<file path="config.mk">
export PLATFORM = sky130hd
export DESIGN_NAME = qte_sqrt_cell
export DESIGN_NICKNAME = d
export VERILOG_FILES = /design/src/design/qte_pkg.sv /design/src/design/qte_sqrt_cell.sv
export SDC_FILE = /design/constraint.sdc
export NUM_CORES = 1
export LEC_CHECK = 0
export ABC_AREA = 1
export BUFFER_PORTS_ARGS = -buffer_cell sky130_fd_sc_hd__buf_4
export CAP_MARGIN = 5
export CORE_AREA = 2 2 219 221
export CTS_CLUSTER_SIZE = 25
export DETAILED_ROUTE_END_ITERATION = 10
export DIE_AREA = 0 0 221 223
export PLACE_DENSITY = 0.57
export RECOVER_POWER = 25
export SYNTH_ARGS = -nofsm -noshare
export SYNTH_HDL_FRONTEND = slang
export SYNTH_SLANG_ARGS = --single-unit
</file>
<file path="constraint.sdc">
create_clock -name i_clk -period 3.7 [get_ports i_clk]
set_clock_uncertainty 0.1 [all_clocks]
set_input_delay 0.37 -clock i_clk [delete_from_list [all_inputs] [get_ports i_clk]]
set_output_delay 0.37 -clock i_clk [all_outputs]
set_load 0.01 [all_outputs]
</file>
<file path="src/design/qte_pkg.sv">
// Shared types, constants and the arctangent table of the quaternion to Euler angles unit.
// No dependencies; every other design file imports this package.
`default_nettype none
package qte_pkg;

    localparam int VW     = 40;   // CORDIC vector width
    localparam int ZW     = 26;   // angle accumulator width, 1/65536 degree
    localparam int SQ_STEPS = 29; // square-root digit steps, two radicand bits each
    localparam int RAD_W  = 58;
    localparam int REM_W  = 34;
    localparam int ROOT_W = 29;

    localparam logic signed [ZW-1:0] DEG90  = 26'sd5898240;
    localparam logic signed [ZW-1:0] DEG180 = 26'sd11796480;
    localparam logic signed [ZW:0]   HALF_LSB = 27'sd256;
    localparam logic signed [17:0]   ANG_LIM_PITCH = 18'sd11520;
    localparam logic signed [29:0]   ONE_Q28 = 30'sd268435456;
    localparam logic [15:0]          DECL_RESET = 16'd1316;

    typedef struct packed {
        logic signed [VW-1:0] x;
        logic signed [VW-1:0] y;
        logic signed [ZW-1:0] z;
        logic                 zero;
    } t_cordic;

    typedef struct packed {
        logic [RAD_W-1:0]   rad;
        logic [REM_W-1:0]   rem;
        logic [ROOT_W-1:0]  root;
        logic signed [33:0] yaw_y;
        logic signed [32:0] yaw_x;
        logic signed [33:0] roll_y;
        logic signed [32:0] roll_x;
        logic signed [29:0] s;
    } t_sqrt;

    // atan(2^-i) in 1/65536 degree, rounded to nearest
    function automatic logic [22:0] atan_entry(input int idx);
        logic [22:0] v;
        unique case (idx)
            0:  v = 23'd2949120;
            1:  v = 23'd1740967;
            2:  v = 23'd919879;
            3:  v = 23'd466945;
            4:  v = 23'd234379;
            5:  v = 23'd117304;
            6:  v = 23'd58666;
            7:  v = 23'd29335;
            8:  v = 23'd14668;
            9:  v = 23'd7334;
            10: v = 23'd3667;
            11: v = 23'd1833;
            12: v = 23'd917;
            13: v = 23'd458;
            14: v = 23'd229;
            15: v = 23'd115;
            16: v = 23'd57;
            17: v = 23'd29;
            18: v = 23'd14;
            19: v = 23'd7;
            20: v = 23'd4;
            21: v = 23'd2;
            22: v = 23'd1;
            default: v = 23'd0;
        endcase
        return v;
    endfunction

endpackage
`default_nettype wire

</file>
<file path="src/design/qte_sqrt_cell.sv">
// One registered digit step of the integer square root chain; carries the other
// angle operands alongside. Depends on qte_pkg.
`default_nettype none
module qte_sqrt_cell (
    input  wire             i_clk,
    input  wire             i_en,
    input  qte_pkg::t_sqrt  i_d,
    output qte_pkg::t_sqrt  o_d
);
    import qte_pkg::*;

    t_sqrt            r_d;
    t_sqrt            n_d;
    logic [REM_W-1:0] rem_sh;
    logic [REM_W-1:0] trial;

    always_comb begin
        n_d    = i_d;
        rem_sh = {i_d.rem[REM_W-3:0], i_d.rad[RAD_W-1 -: 2]};
        trial  = {{(REM_W-ROOT_W-2){1'b0}}, i_d.root, 2'b01};
        n_d.rad = {i_d.rad[RAD_W-3:0], 2'b00};
        if (rem_sh >= trial) begin
            n_d.rem  = rem_sh - trial;
            n_d.root = {i_d.root[ROOT_W-2:0], 1'b1};
        end else begin
            n_d.rem  = rem_sh;
            n_d.root = {i_d.root[ROOT_W-2:0], 1'b0};
        end
    end

    always_ff @(posedge i_clk) begin
        if (i_en) begin
            r_d <= n_d;
        end
    end

    assign o_d = r_d;
endmodule
`default_nettype wire

</file>
==> run_results.csv <==
group,metric,value,unit
power_and_ir_drop,p_per_area,440,mW/mm2
grt,grt_pass1_wl,72.0,mm
floorplanning,die_x,221,um
sta,finalSetupTns,0,ns
drt,dr.pass1.iters,5,
place,place_congestion,0.860,
synth,synthesis.area,0.0115,mm2
sta,slew_viol_final,78,
drt,vias,10200,
place,placement.io_buffers,567,
floorplanning,io_pins,572,
clock_network,path_clk_slew,0.06,ns
cells_and_area,areaGrowthSynthToFinish,75.5,%
synth,syn_inst,910,
grt,antenna_found_initial,5,
floorplanning,core,0.0471,mm2
clock_network,cts_resized,0,
synth,synth_top_cell_by_area,"edfxtp_1",
cells_and_area,layout-drive-gt1-share,34.7,%
sta,setup_slack,0.695,ns
place,pre_cts_slack,0.671,ns
worst_setup_path,crit_path_end_kind,"flop",
cells_and_area,num-nets-final,2091,
drt,first_iter_violations,658,
floorplanning,num_rows,80,
run_status,violations,"max-capacitance violations, max-slew violations",
grt,grt_pass1_vias,10600,
drt,wire_per_inst,21.0,um
sta,setup_viol,0,
synth,yosysUniqueCellTypes,29,
synth,yosysSeqAreaShare,74.1,%
place,dp_hpwl,38.9,mm
cells_and_area,layout_commonest_cell,"buf_4",
floorplanning,initial_core_util,24.3,%
worst_setup_path,cp-start-kind,"input port",
place,dp_cells,2089,
drt,drt_wl_total,50.7,mm
clock_network,cts-root-buf,"clkbuf_16",
sta,post-route-period-util,81.2,%
sta,grt_setup_unrepaired,"no",
clock_network,cts_tree,"yes",
cells_and_area,largest_register_ff_count,283,
worst_setup_path,crit_type,"in -> reg",
power_and_ir_drop,ir_drop,0.346,mV
synth,synth_area_leaders,"edfxtp_1 74%, nand2_1 9.0%, inv_1 4.2%",
floorplanning,fp.dieArea,0.0493,mm2
clock_network,cts_sinks,283,
drt,antenna_left,0,
grt,overflow,0,
grt,grt_usage,19.9,%
synth,yosysWarnings,0,
clock_network,cts_buffer_depth,3,
place,dpl-instance-area,0.0165,mm2
grt,grt_max_degree,80,
power_and_ir_drop,power_leakage,9.04,nW
sta,hold_viol,0,
synth,synth.top_cell.area_share,74.1,%
synth,ys_seq_elements,283,
drt,viasPerCell,4.21,
clock_network,htreeDepth,2,
worst_setup_path,worstPathRequired,3.86,ns
clock_network,cts_buffers,35,
job,cap_viol_max_count,1,
sta,min_period,3.00,ns
sta,fmax,0.333,GHz
sta,tightest_slew,2.19,ns
cells_and_area,finalInstanceArea,0.0201,mm2
cells_and_area,fin_cells,2415,
drt,drc,0,
run_status,status,"complete, but fails checks",
cells_and_area,final_cell_mix,"431 x buf_4, 283 x edfxtp_1, 276 x nand2_1",
worst_setup_path,path_max_fanout,35,
min_path,min_path_type,"in -> reg",
floorplanning,die_height,223,um
worst_setup_path,arrival,3.17,ns
synth,syn_area_per_cell,12.6,um2
sta,relSlewSlack,-45.8,%
==> logic make-up after synthesis <==
kind of cell             after synthesis  synth area share (%)
AO/OA/AOI/OAI                         46                  2.18
buffers and inverters                138                  4.97
adder cells (fa/ha/maj)               31                  3.38
flip-flops                           283                  74.1
other                                  1                0.0327
AND/OR/NAND/NOR                      396                  14.2
XOR/XNOR                              15                  1.15
==> power breakdown <==
| group | switching, mW | total, mW | leakage [nW] | internal [mW] |
|---|---|---|---|---|
| Sequential | 0.0906 | 3.95 | 2.77 | 3.86 |
| Combinational | 0.860 | 1.70 | 5.78 | 0.842 |
| Clock | 1.37 | 3.19 | 0.492 | 1.82 |
| Total | 2.32 | 8.85 | 9.04 | 6.52 |
==> synth_stat cells <==
cell type	n
nor3_1	4
nor2_1	48
nand2_2	3
nand2_4	1
nand4_1	8
nor2_2	1
inv_1	127
xnor2_1	2
inv_4	1
a21oi_1	28
nand3_2	1
o21ai_1	1
a21o_1	1
nand3b_1	7
nand3_1	45
nor4_1	1
conb_1	1
o21ai_0	10
nand2_1	276
nand2b_1	1
xor2_1	13
inv_2	2
o21a_1	1
buf_4	3
a21oi_2	2
ha_1	31
edfxtp_1	283
o21bai_1	3
buf_6	5
==> worst max-delay path, cell delays in order <==
cell and delay, ns:
dlygate4sd3_1 0.52, clkbuf_1 0.14, inv_1 0.06, ha_1 0.41, nand2_1 0.13, nor2_1 0.22
nand2_1 0.12, nor2_1 0.13, nand3_1 0.10, nand2_1 0.09, nor2_1 0.07, nand2_4 0.35
inv_4 0.27, nand2_1 0.12, nand2_1 0.06
==> area by class of cell <==
| class | instances | area (um2) |
|---|---|---|
| diodes | 3 | 7.51 |
| clock buffers | 43 | 906 |
| clock inverters | 18 | 131 |
| fillers | 4472 | 27000 |
| inverters | 130 | 490 |
| multi-input cells | 490 | 2400 |
| flip-flops and latches | 283 | 8500 |
| well taps | 615 | 769 |
| repair buffers | 833 | 6910 |
==> metal layers <==
layer / vias up / GRT usage, % / routed length [um]
li1: 4804 / - / -
met1: 4878 / 22.9 / 19600
met2: 400 / 35.6 / 25900
met3: 90 / 4.90 / 3140
met4: 2 / 7.38 / 2000
met5: - / 0 / 13
==> timing repair <==
item | 4_1_cts | 5_1_grt
setup buffers | 0 | 0
hold endpoints to repair | 262 | 0
hold buffers | 262 | 0
setup endpoints to repair | 0 | 0
==> path summary, 6_finish.rpt <==
check | slack [ns] | start | cells after the start | endpoint
hold / removal | 0.04 | i_d[195] | 3 | o_d[197]
setup / recovery | 0.70 | i_d[187] | 15 | o_d[193]
==> metrics by stage <==
step / utilization, % / total power, mW / hold WS [ns]
3_3_place_gp: 34.9 / 5.48 / 0.449
4_1_cts: 42.7 / 8.99 / 0.000612
5_1_grt: 42.7 / 9.23 / 0.0157
3_5_place_dp: 34.9 / 5.49 / 0.449
6_report: 42.7 / 8.85 / 0.0366
2_1_floorplan: - / 4.51 / 0.369
(Power assumes the default switching activity.)
