$ cat config.mk
export PLATFORM = sky130hd
export DESIGN_NAME = qte_cordic_cell
export DESIGN_NICKNAME = d
export VERILOG_FILES = /design/src/design/qte_pkg.sv /design/src/design/qte_cordic_cell.sv
export SDC_FILE = /design/constraint.sdc
export NUM_CORES = 1
export LEC_CHECK = 0
export BUFFER_PORTS_ARGS = -buffer_cell sky130_fd_sc_hd__buf_2
export CORE_MARGIN = 2
export CORE_UTILIZATION = 49
export CTS_BUF_LIST = sky130_fd_sc_hd__clkbuf_4
export DETAILED_ROUTE_END_ITERATION = 8
export HOLD_SLACK_MARGIN = 0.05
export PLACE_DENSITY = 0.75
export SYNTH_ARGS = -nofsm -noshare
export SYNTH_HDL_FRONTEND = slang
export SYNTH_SLANG_ARGS = --single-unit
$ cat constraint.sdc
create_clock -name i_clk -period 6.3 [get_ports i_clk]
set_input_delay 0.315 -clock i_clk [delete_from_list [all_inputs] [get_ports i_clk]]
set_output_delay 0.315 -clock i_clk [all_outputs]
set_load 0.05 [all_outputs]
$ cat src/design/qte_pkg.sv
// Shared types, constants and the arctangent table of the quaternion to Euler angles unit.
// No dependencies; every other design file imports this package.
`default_nettype none
package qte_pkg;

    localparam int VW     = 40;   // CORDIC vector width
    localparam int ZW     = 26;   // angle accumulator width, 1/65536 degree
    localparam int SQ_STEPS = 29; // square-root digit steps, two radicand bits each
    localparam int RAD_W  = 58;
    localparam int REM_W  = 34;
    localparam int ROOT_W = 29;

    localparam logic signed [ZW-1:0] DEG90  = 26'sd5898240;
    localparam logic signed [ZW-1:0] DEG180 = 26'sd11796480;
    localparam logic signed [ZW:0]   HALF_LSB = 27'sd256;
    localparam logic signed [17:0]   ANG_LIM_PITCH = 18'sd11520;
    localparam logic signed [29:0]   ONE_Q28 = 30'sd268435456;
    localparam logic [15:0]          DECL_RESET = 16'd1316;

    typedef struct packed {
        logic signed [VW-1:0] x;
        logic signed [VW-1:0] y;
        logic signed [ZW-1:0] z;
        logic                 zero;
    } t_cordic;

    typedef struct packed {
        logic [RAD_W-1:0]   rad;
        logic [REM_W-1:0]   rem;
        logic [ROOT_W-1:0]  root;
        logic signed [33:0] yaw_y;
        logic signed [32:0] yaw_x;
        logic signed [33:0] roll_y;
        logic signed [32:0] roll_x;
        logic signed [29:0] s;
    } t_sqrt;

    // atan(2^-i) in 1/65536 degree, rounded to nearest
    function automatic logic [22:0] atan_entry(input int idx);
        logic [22:0] v;
        unique case (idx)
            0:  v = 23'd2949120;
            1:  v = 23'd1740967;
            2:  v = 23'd919879;
            3:  v = 23'd466945;
            4:  v = 23'd234379;
            5:  v = 23'd117304;
            6:  v = 23'd58666;
            7:  v = 23'd29335;
            8:  v = 23'd14668;
            9:  v = 23'd7334;
            10: v = 23'd3667;
            11: v = 23'd1833;
            12: v = 23'd917;
            13: v = 23'd458;
            14: v = 23'd229;
            15: v = 23'd115;
            16: v = 23'd57;
            17: v = 23'd29;
            18: v = 23'd14;
            19: v = 23'd7;
            20: v = 23'd4;
            21: v = 23'd2;
            22: v = 23'd1;
            default: v = 23'd0;
        endcase
        return v;
    endfunction

endpackage
`default_nettype wire

$ cat src/design/qte_cordic_cell.sv
// One registered vectoring CORDIC rotation with a fixed shift.
// Depends on qte_pkg for the vector type and the arctangent table.
`default_nettype none
module qte_cordic_cell #(
    parameter int STAGE = 0
) (
    input  wire              i_clk,
    input  wire              i_en,
    input  qte_pkg::t_cordic i_d,
    output qte_pkg::t_cordic o_d
);
    import qte_pkg::*;

    t_cordic              r_d;
    t_cordic              n_d;
    logic signed [VW-1:0] dx;
    logic signed [VW-1:0] dy;
    logic signed [ZW-1:0] da;

    always_comb begin
        n_d = i_d;
        dx  = i_d.y >>> STAGE;
        dy  = i_d.x >>> STAGE;
        da  = $signed({{(ZW-23){1'b0}}, atan_entry(STAGE)});
        if (!i_d.y[VW-1]) begin
            n_d.x = i_d.x + dx;
            n_d.y = i_d.y - dy;
            n_d.z = i_d.z + da;
        end else begin
            n_d.x = i_d.x - dx;
            n_d.y = i_d.y + dy;
            n_d.z = i_d.z - da;
        end
    end

    always_ff @(posedge i_clk) begin
        if (i_en) begin
            r_d <= n_d;
        end
    end

    assign o_d = r_d;
endmodule
`default_nettype wire

==> results of run 1 <==
-- synthesized netlist by cell type, drive strengths merged, types with 13 or more instances --
cell type,count,share of area (%)
a21oi,158,7.3
ha,138,16
inv,131,4.5
edfxtp,106,29
nor2,96,3.3
o21ai,87,4.1
xnor2,71,5.7
nand2,57,2.0
buf,34,1.5
nor3,32,1.5
a21o,31,2.2
o21bai,29,2.0
clkbuf,25,0.86
nand4,22,1.3
o31ai,19,1.6
mux2i,16,1.5
nor2b,16,0.92
nand3,14,0.64
xor2,14,1.1
o211ai,13,0.89
-- worst max-delay path by stage --
| stage | slack [ns] | start | endpoint | depth (start not counted) |
|---|---|---|---|---|
| after floorplan | 3.39 | i_d[27] | o_d[103] | 11 |
| after global placement | 2.51 | i_d[27] | o_d[103] | 12 |
| after detailed placement | 2.52 | i_d[27] | o_d[103] | 12 |
| after CTS | 3.06 | i_d[27] | o_d[103] | 12 |
| after global routing | 2.76 | i_d[27] | o_d[103] | 12 |
| final | 2.88 | i_d[27] | o_d[103] | 12 |
-- worst max-delay path, cell delays in order --
cell and delay (ns):
buf_2 0.12, ha_1 0.23, fa_1 0.42, nor2b_1 0.16, o21a_1 0.20, nor3_1 0.41, nor2_1 0.15, a211oi_1 0.76
o31a_1 0.35, o21a_1 0.24, o221ai_1 0.17, xnor2_1 0.16
-- cells by family after synthesis --
kind of cell	Yosys count	synth area share (%)
flops	106	29.2
simple gates	293	13.3
buf+inv	194	7.05
fa+ha+maj	142	16.6
compound gates	435	25.7
xor+xnor	85	6.82
mux	16	1.47
-- layout make-up --
type                    instances  area [µm²]  share of cell area [%]
diodes                          1        2.50                  0.0202
clock buffers                   9        67.6                   0.545
clock inverters                 6        58.8                   0.474
inverters                     135         507                    4.09
multi-input cells             971        6960                    56.2
flip-flops and latches        106        3180                    25.7
well taps                     280         350                    2.83
repair buffers                234        1270                    10.2
-- layer usage --
layer / global-route usage, % / vias up / routed length [µm]
met5: 0 / - / 0
met4: 8.51 / 0 / 835
met3: 4.08 / 65 / 3010
met2: 46.5 / 561 / 16000
met1: 40.5 / 4971 / 14900
li1: - / 4948 / -
-- power by group --
part	total, mW	internal, mW	switching, mW	leakage (nW)
sequential	0.955	0.923	0.0319	1.04
combinational	1.41	0.402	1.00	4.41
clock	0.370	0.117	0.253	0.0685
total	2.73	1.44	1.29	5.52
-- timing repair --
action                                 CTS  global route
gates resized for setup                  0             0
setup endpoints to repair                0             0
hold buffers                            17             0
endpoints found under the hold margin   17             0
-- stage by stage --
| stage | area, µm² | utilization (%) | power, mW | setup slack, ns |
|---|---|---|---|---|
| 2_1_floorplan | 10900 | - | 1.97 | 3.39 |
| 3_3_place_gp | 12100 | 55.4 | 2.33 | 2.51 |
| 3_5_place_dp | 12100 | 55.4 | 2.35 | 2.52 |
| 4_1_cts | 12400 | 56.8 | 2.72 | 3.06 |
| 5_1_grt | 12400 | 56.8 | 2.86 | 2.76 |
| 6_report | 12400 | 56.8 | 2.73 | 2.88 |
==> out/qor.txt, run 1 <==
Worst vdd rail ir drop = 109 µV
Final period util = 54.2%
Final GP Congestion = 1.01
CTS tree = done
Hpwl dp = 27.1 mm
Hold WS = 0.138 ns
Critical path class = in -> reg
Area delta synth->final = 13.6%
Critical path data required time = 6.57 ns
Worst-Margin Slew = 1.14 ns
Routed WL = 34.8 mm
EDFF count, synth = 106
Hold Path Class = in -> reg
Worst path arrival time = 3.69 ns
Ys async rst share = 0%
Clock sink count = 106
CP max FO = 5
Commonest cells after routing, fill and taps aside = buf_2, a21oi_1, ha_1
LEAKAGE = 5.52 nW
IO buf count = 215
Minimum clock period = 3.42 ns
CP Capture Type = register
Initial antenna violation count = 1
Drt initial violations = 1139
First-pass GRT wire length = 54.5 mm
Most common cell after layout, fill and taps aside = buf_2
Max reg flops = 106
Post-synthesis sequential area ratio = 29.2%
Total setup buffers inserted after CTS = 0
Netlist cell types = 83
Starting density of the core = 50.0%
Hold Path Stages = 2
Vias = 10500
Final Hold Fails = 0
Top Ports = 216
Yosys warns = 0
Die width = 153 µm
Area of the mapped netlist = 10900 µm²
Largest net degree at the start of global routing = 65
Root buffer cell = clkbuf_4
H-tree depth = 3
Hold_sp = i_d[106]
Gr usage total = 28.9%
CTS clk-pin slew, worst paths = 0.17 ns
Final net count = 1708
WHS Endpoint = o_d[106]
Fillers = 2029
Fmax = 293 MHz
Slew HR = 23.9%
Post-Syn Instances = 1271
RSZ-0062 raised after global routing = false
Vias in the first global route = 9934
Mapped Avg Cell Area = 8.59 µm²
Status = finished, final reports clean
Core Region = 21800 µm²
Placed insts = 1709
Cell Pwr Density = 220 nW/µm²
Max-cap violations = 0
DRC = 0
DIE AREA = 23500 µm²
Gr ovfl total = 0
Final Non-Filler Cells = 1742
Clock Path Buffers = 2
# setup viols final = 0
Share of cells above drive strength 1 = 18.0%
Worst setup SP type = input port
Die H = 153 µm
CTS Buf Count = 9
FP Rows = 54
Average wire per standard cell = 20.0 µm
Slew Viols, Final = 0
Post-DRT Antenna Nets = 0
Setup_tns = 0 ns
Routed vias/inst = 6.05
Top FF cell, synth = edfxtp_1
Synth Register Bits = 106
Mapped Nets = 1522
First-pass DRT Iterations = 6
No activity file was read; power rests on OpenSTA's default activity.
==> run 2: changes to the inputs <==
==> constraint.sdc (replaced) <==
create_clock -name i_clk -period 3.4 [get_ports i_clk]
set_input_delay 0.17 -clock i_clk [delete_from_list [all_inputs] [get_ports i_clk]]
set_output_delay 0.17 -clock i_clk [all_outputs]
set_load 0.05 [all_outputs]
==> run 2 against run 1 <==
  * Power increased by 93%
  * Critical path depth increased by 1
  * Worst setup slack got worse by 2.3 ns
  * Core utilization increased by 2.5 points
  * Largest power group unchanged
==> out/qor.txt, run 2 (synthesized netlist as in run 1, its figures left out) <==
Drt initial violations = 1324 (was 1139)
Starting density of the core = 50.0% (unchanged)
CP max-delay cell = ha_1 (was a211oi_1)
Cell Pwr Density = 407 nW/µm² (was 220 nW/µm²)
Slew Viols, Final = 0 (unchanged)
Finished Core Util = 59.4% (was 56.8%)
IO buf count = 215 (unchanged)
Die H = 153 µm (unchanged)
Max-cap violations = 0 (unchanged)
Final GP Congestion = 1.02 (was 1.01)
PnR worst setup slack = 0.566 ns (was 2.88 ns)
Clock Path Buffers = 2 (unchanged)
RSZ-0062 raised after global routing = false (unchanged)
Routed WL = 35.7 mm (was 34.8 mm)
Max reg flops = 106 (unchanged)
First-pass GRT wire length = 55.6 mm (was 54.5 mm)
Routed vias/inst = 5.99 (was 6.05)
Final Non-Filler Cells = 1813 (was 1742)
Worst-Margin Slew = 0.939 ns (was 1.14 ns)
Top Ports = 216 (unchanged)
Gr usage total = 29.4% (was 28.9%)
Initial antenna violation count = 1 (unchanged)
Fmax = 353 MHz
Setup_tns = 0 ns (unchanged)
Largest net degree at the start of global routing = 75 (was 65)
Hpwl dp = 28.5 mm (was 27.1 mm)
Root buffer cell = clkbuf_4 (unchanged)
Vias in the first global route = 10300 (was 9934)
Hold Path Class = in -> reg (unchanged)
Hold Path Stages = 3 (was 2)
Slew HR = 37.4% (was 23.9%)
Clock sink count = 106 (unchanged)
Post_cts resized = 0 (unchanged)
WHS Endpoint = o_d[26] (was o_d[106])
CP Capture Type = register (unchanged)
Worst vdd rail ir drop = 215 µV (was 109 µV)
Die width = 153 µm (unchanged)
Hold WS = 0.0444 ns (was 0.138 ns)
DRC = 0 (unchanged)
H-tree depth = 3 (unchanged)
Average wire per standard cell = 19.7 µm (was 20.0 µm)
Vias = 10900 (was 10500)
CP cell instances = buf_2 -> inv_1 -> ha_1 -> buf_4 -> nor3_1 -> o21ai_0 -> o2111a_1 -> a211o_1 -> o31ai_1 -> a41oi_1 -> and3_1 -> a311oi_1 -> o311ai_1 (was buf_2 -> ha_1 -> fa_1 -> nor2b_1 -> o21a_1 -> nor3_1 -> nor2_1 -> a211oi_1 -> o31a_1 -> o21a_1 -> o221ai_1 -> xnor2_1)
Worst setup SP type = input port (unchanged)
CTS Buf Count = 9 (unchanged)
Final period util = 83.4%
First-pass DRT Iterations = 6 (unchanged)
Commonest cells after routing, fill and taps aside = buf_2, a21oi_1, ha_1 (unchanged)
Critical path class = in -> reg (unchanged)
CTS tree = done (unchanged)
Final Hold Fails = 0 (unchanged)
LEAKAGE = 5.87 nW (was 5.52 nW)
Worst path arrival time = 3.15 ns (was 3.69 ns)
Most common cell after layout, fill and taps aside = buf_2 (unchanged)
Status = finished, final reports clean (unchanged)
Place WS = 0.101 ns (was 2.52 ns)
Core Region = 21800 µm² (unchanged)
Hold_sp = i_d[26] (was i_d[106])
Share of cells above drive strength 1 = 21.9% (was 18.0%)
CP max FO = 10 (was 5)
DIE AREA = 23500 µm² (unchanged)
CP max stage delay = 0.44 ns (was 0.76 ns)
Post-DRT Antenna Nets = 0 (unchanged)
# setup viols final = 0 (unchanged)
FP Rows = 54 (unchanged)
Final net count = 1778 (was 1708)
Placed insts = 1777 (was 1709)
Minimum clock period = 2.83 ns
Critical path data required time = 3.72 ns (was 6.57 ns)
Gr ovfl total = 0 (unchanged)
CTS clk-pin slew, worst paths = 0.22 ns (was 0.17 ns)
Area delta synth->final = 18.7% (was 13.6%)
[run 2: changes by cell type in the layout (fill, tap and decap cells not counted), sizes merged]
cell	change
buf	+68
inv	+3
clkinv	-2
dlygate4sd3	+2
[run 2: critical path, delay by kind of cell]
family | cells | cell delay (ns)
buf+inv | 3 | 0.38
fa+ha+maj | 1 | 0.44
compound gates | 7 | 1.73
simple gates | 2 | 0.43
[run 2: timing repair]
action	CTS	global route
hold buffers	19	0
buffers inserted	0	0
endpoints found under the hold margin	20	0
[run 2: metal layers]
metal,part of all wire [%],GRT usage [%],wire length (µm)
met5,0,0,0
met4,2.3,7.76,826
met3,9.5,4.99,3390
met2,45,47.6,16200
met1,43,40.8,15300
[run 2: how the worst max path moves through the flow]
stage / end / start
2_1_floorplan: o_d[103] / i_d[27]
5_1_grt: o_d[97] / i_d[35]
4_1_cts: o_d[66] / i_d[35]
3_3_place_gp: o_d[52] / i_d[42]
3_5_place_dp: o_d[66] / i_d[35]
6_report: o_d[97] / i_d[35]
[run 2: through the flow]
step	instance area, µm²	power (mW)
2_1_floorplan	10900	3.65
3_3_place_gp	12600	4.44
3_5_place_dp	12600	4.46
4_1_cts	13000	5.24
5_1_grt	13000	5.51
6_report	13000	5.27
[run 2: final cells by class]
type | instances | area (µm²)
Timing Repair Buffer | 304 | 1800
Clock inverter | 7 | 83.8
Antenna cell | 1 | 2.50
Clock buffer | 9 | 67.6
Sequential cell | 106 | 3180
Inverter | 135 | 507
Fill cell | 2043 | 8870
Multi-Input combinational cell | 971 | 6960
Tap cell | 280 | 350
[run 2: power breakdown]
part           total (mW)  internal, mW  switching, mW
Sequential           1.77          1.71         0.0585
Combinational        2.73         0.840           1.89
Clock               0.772         0.239          0.533
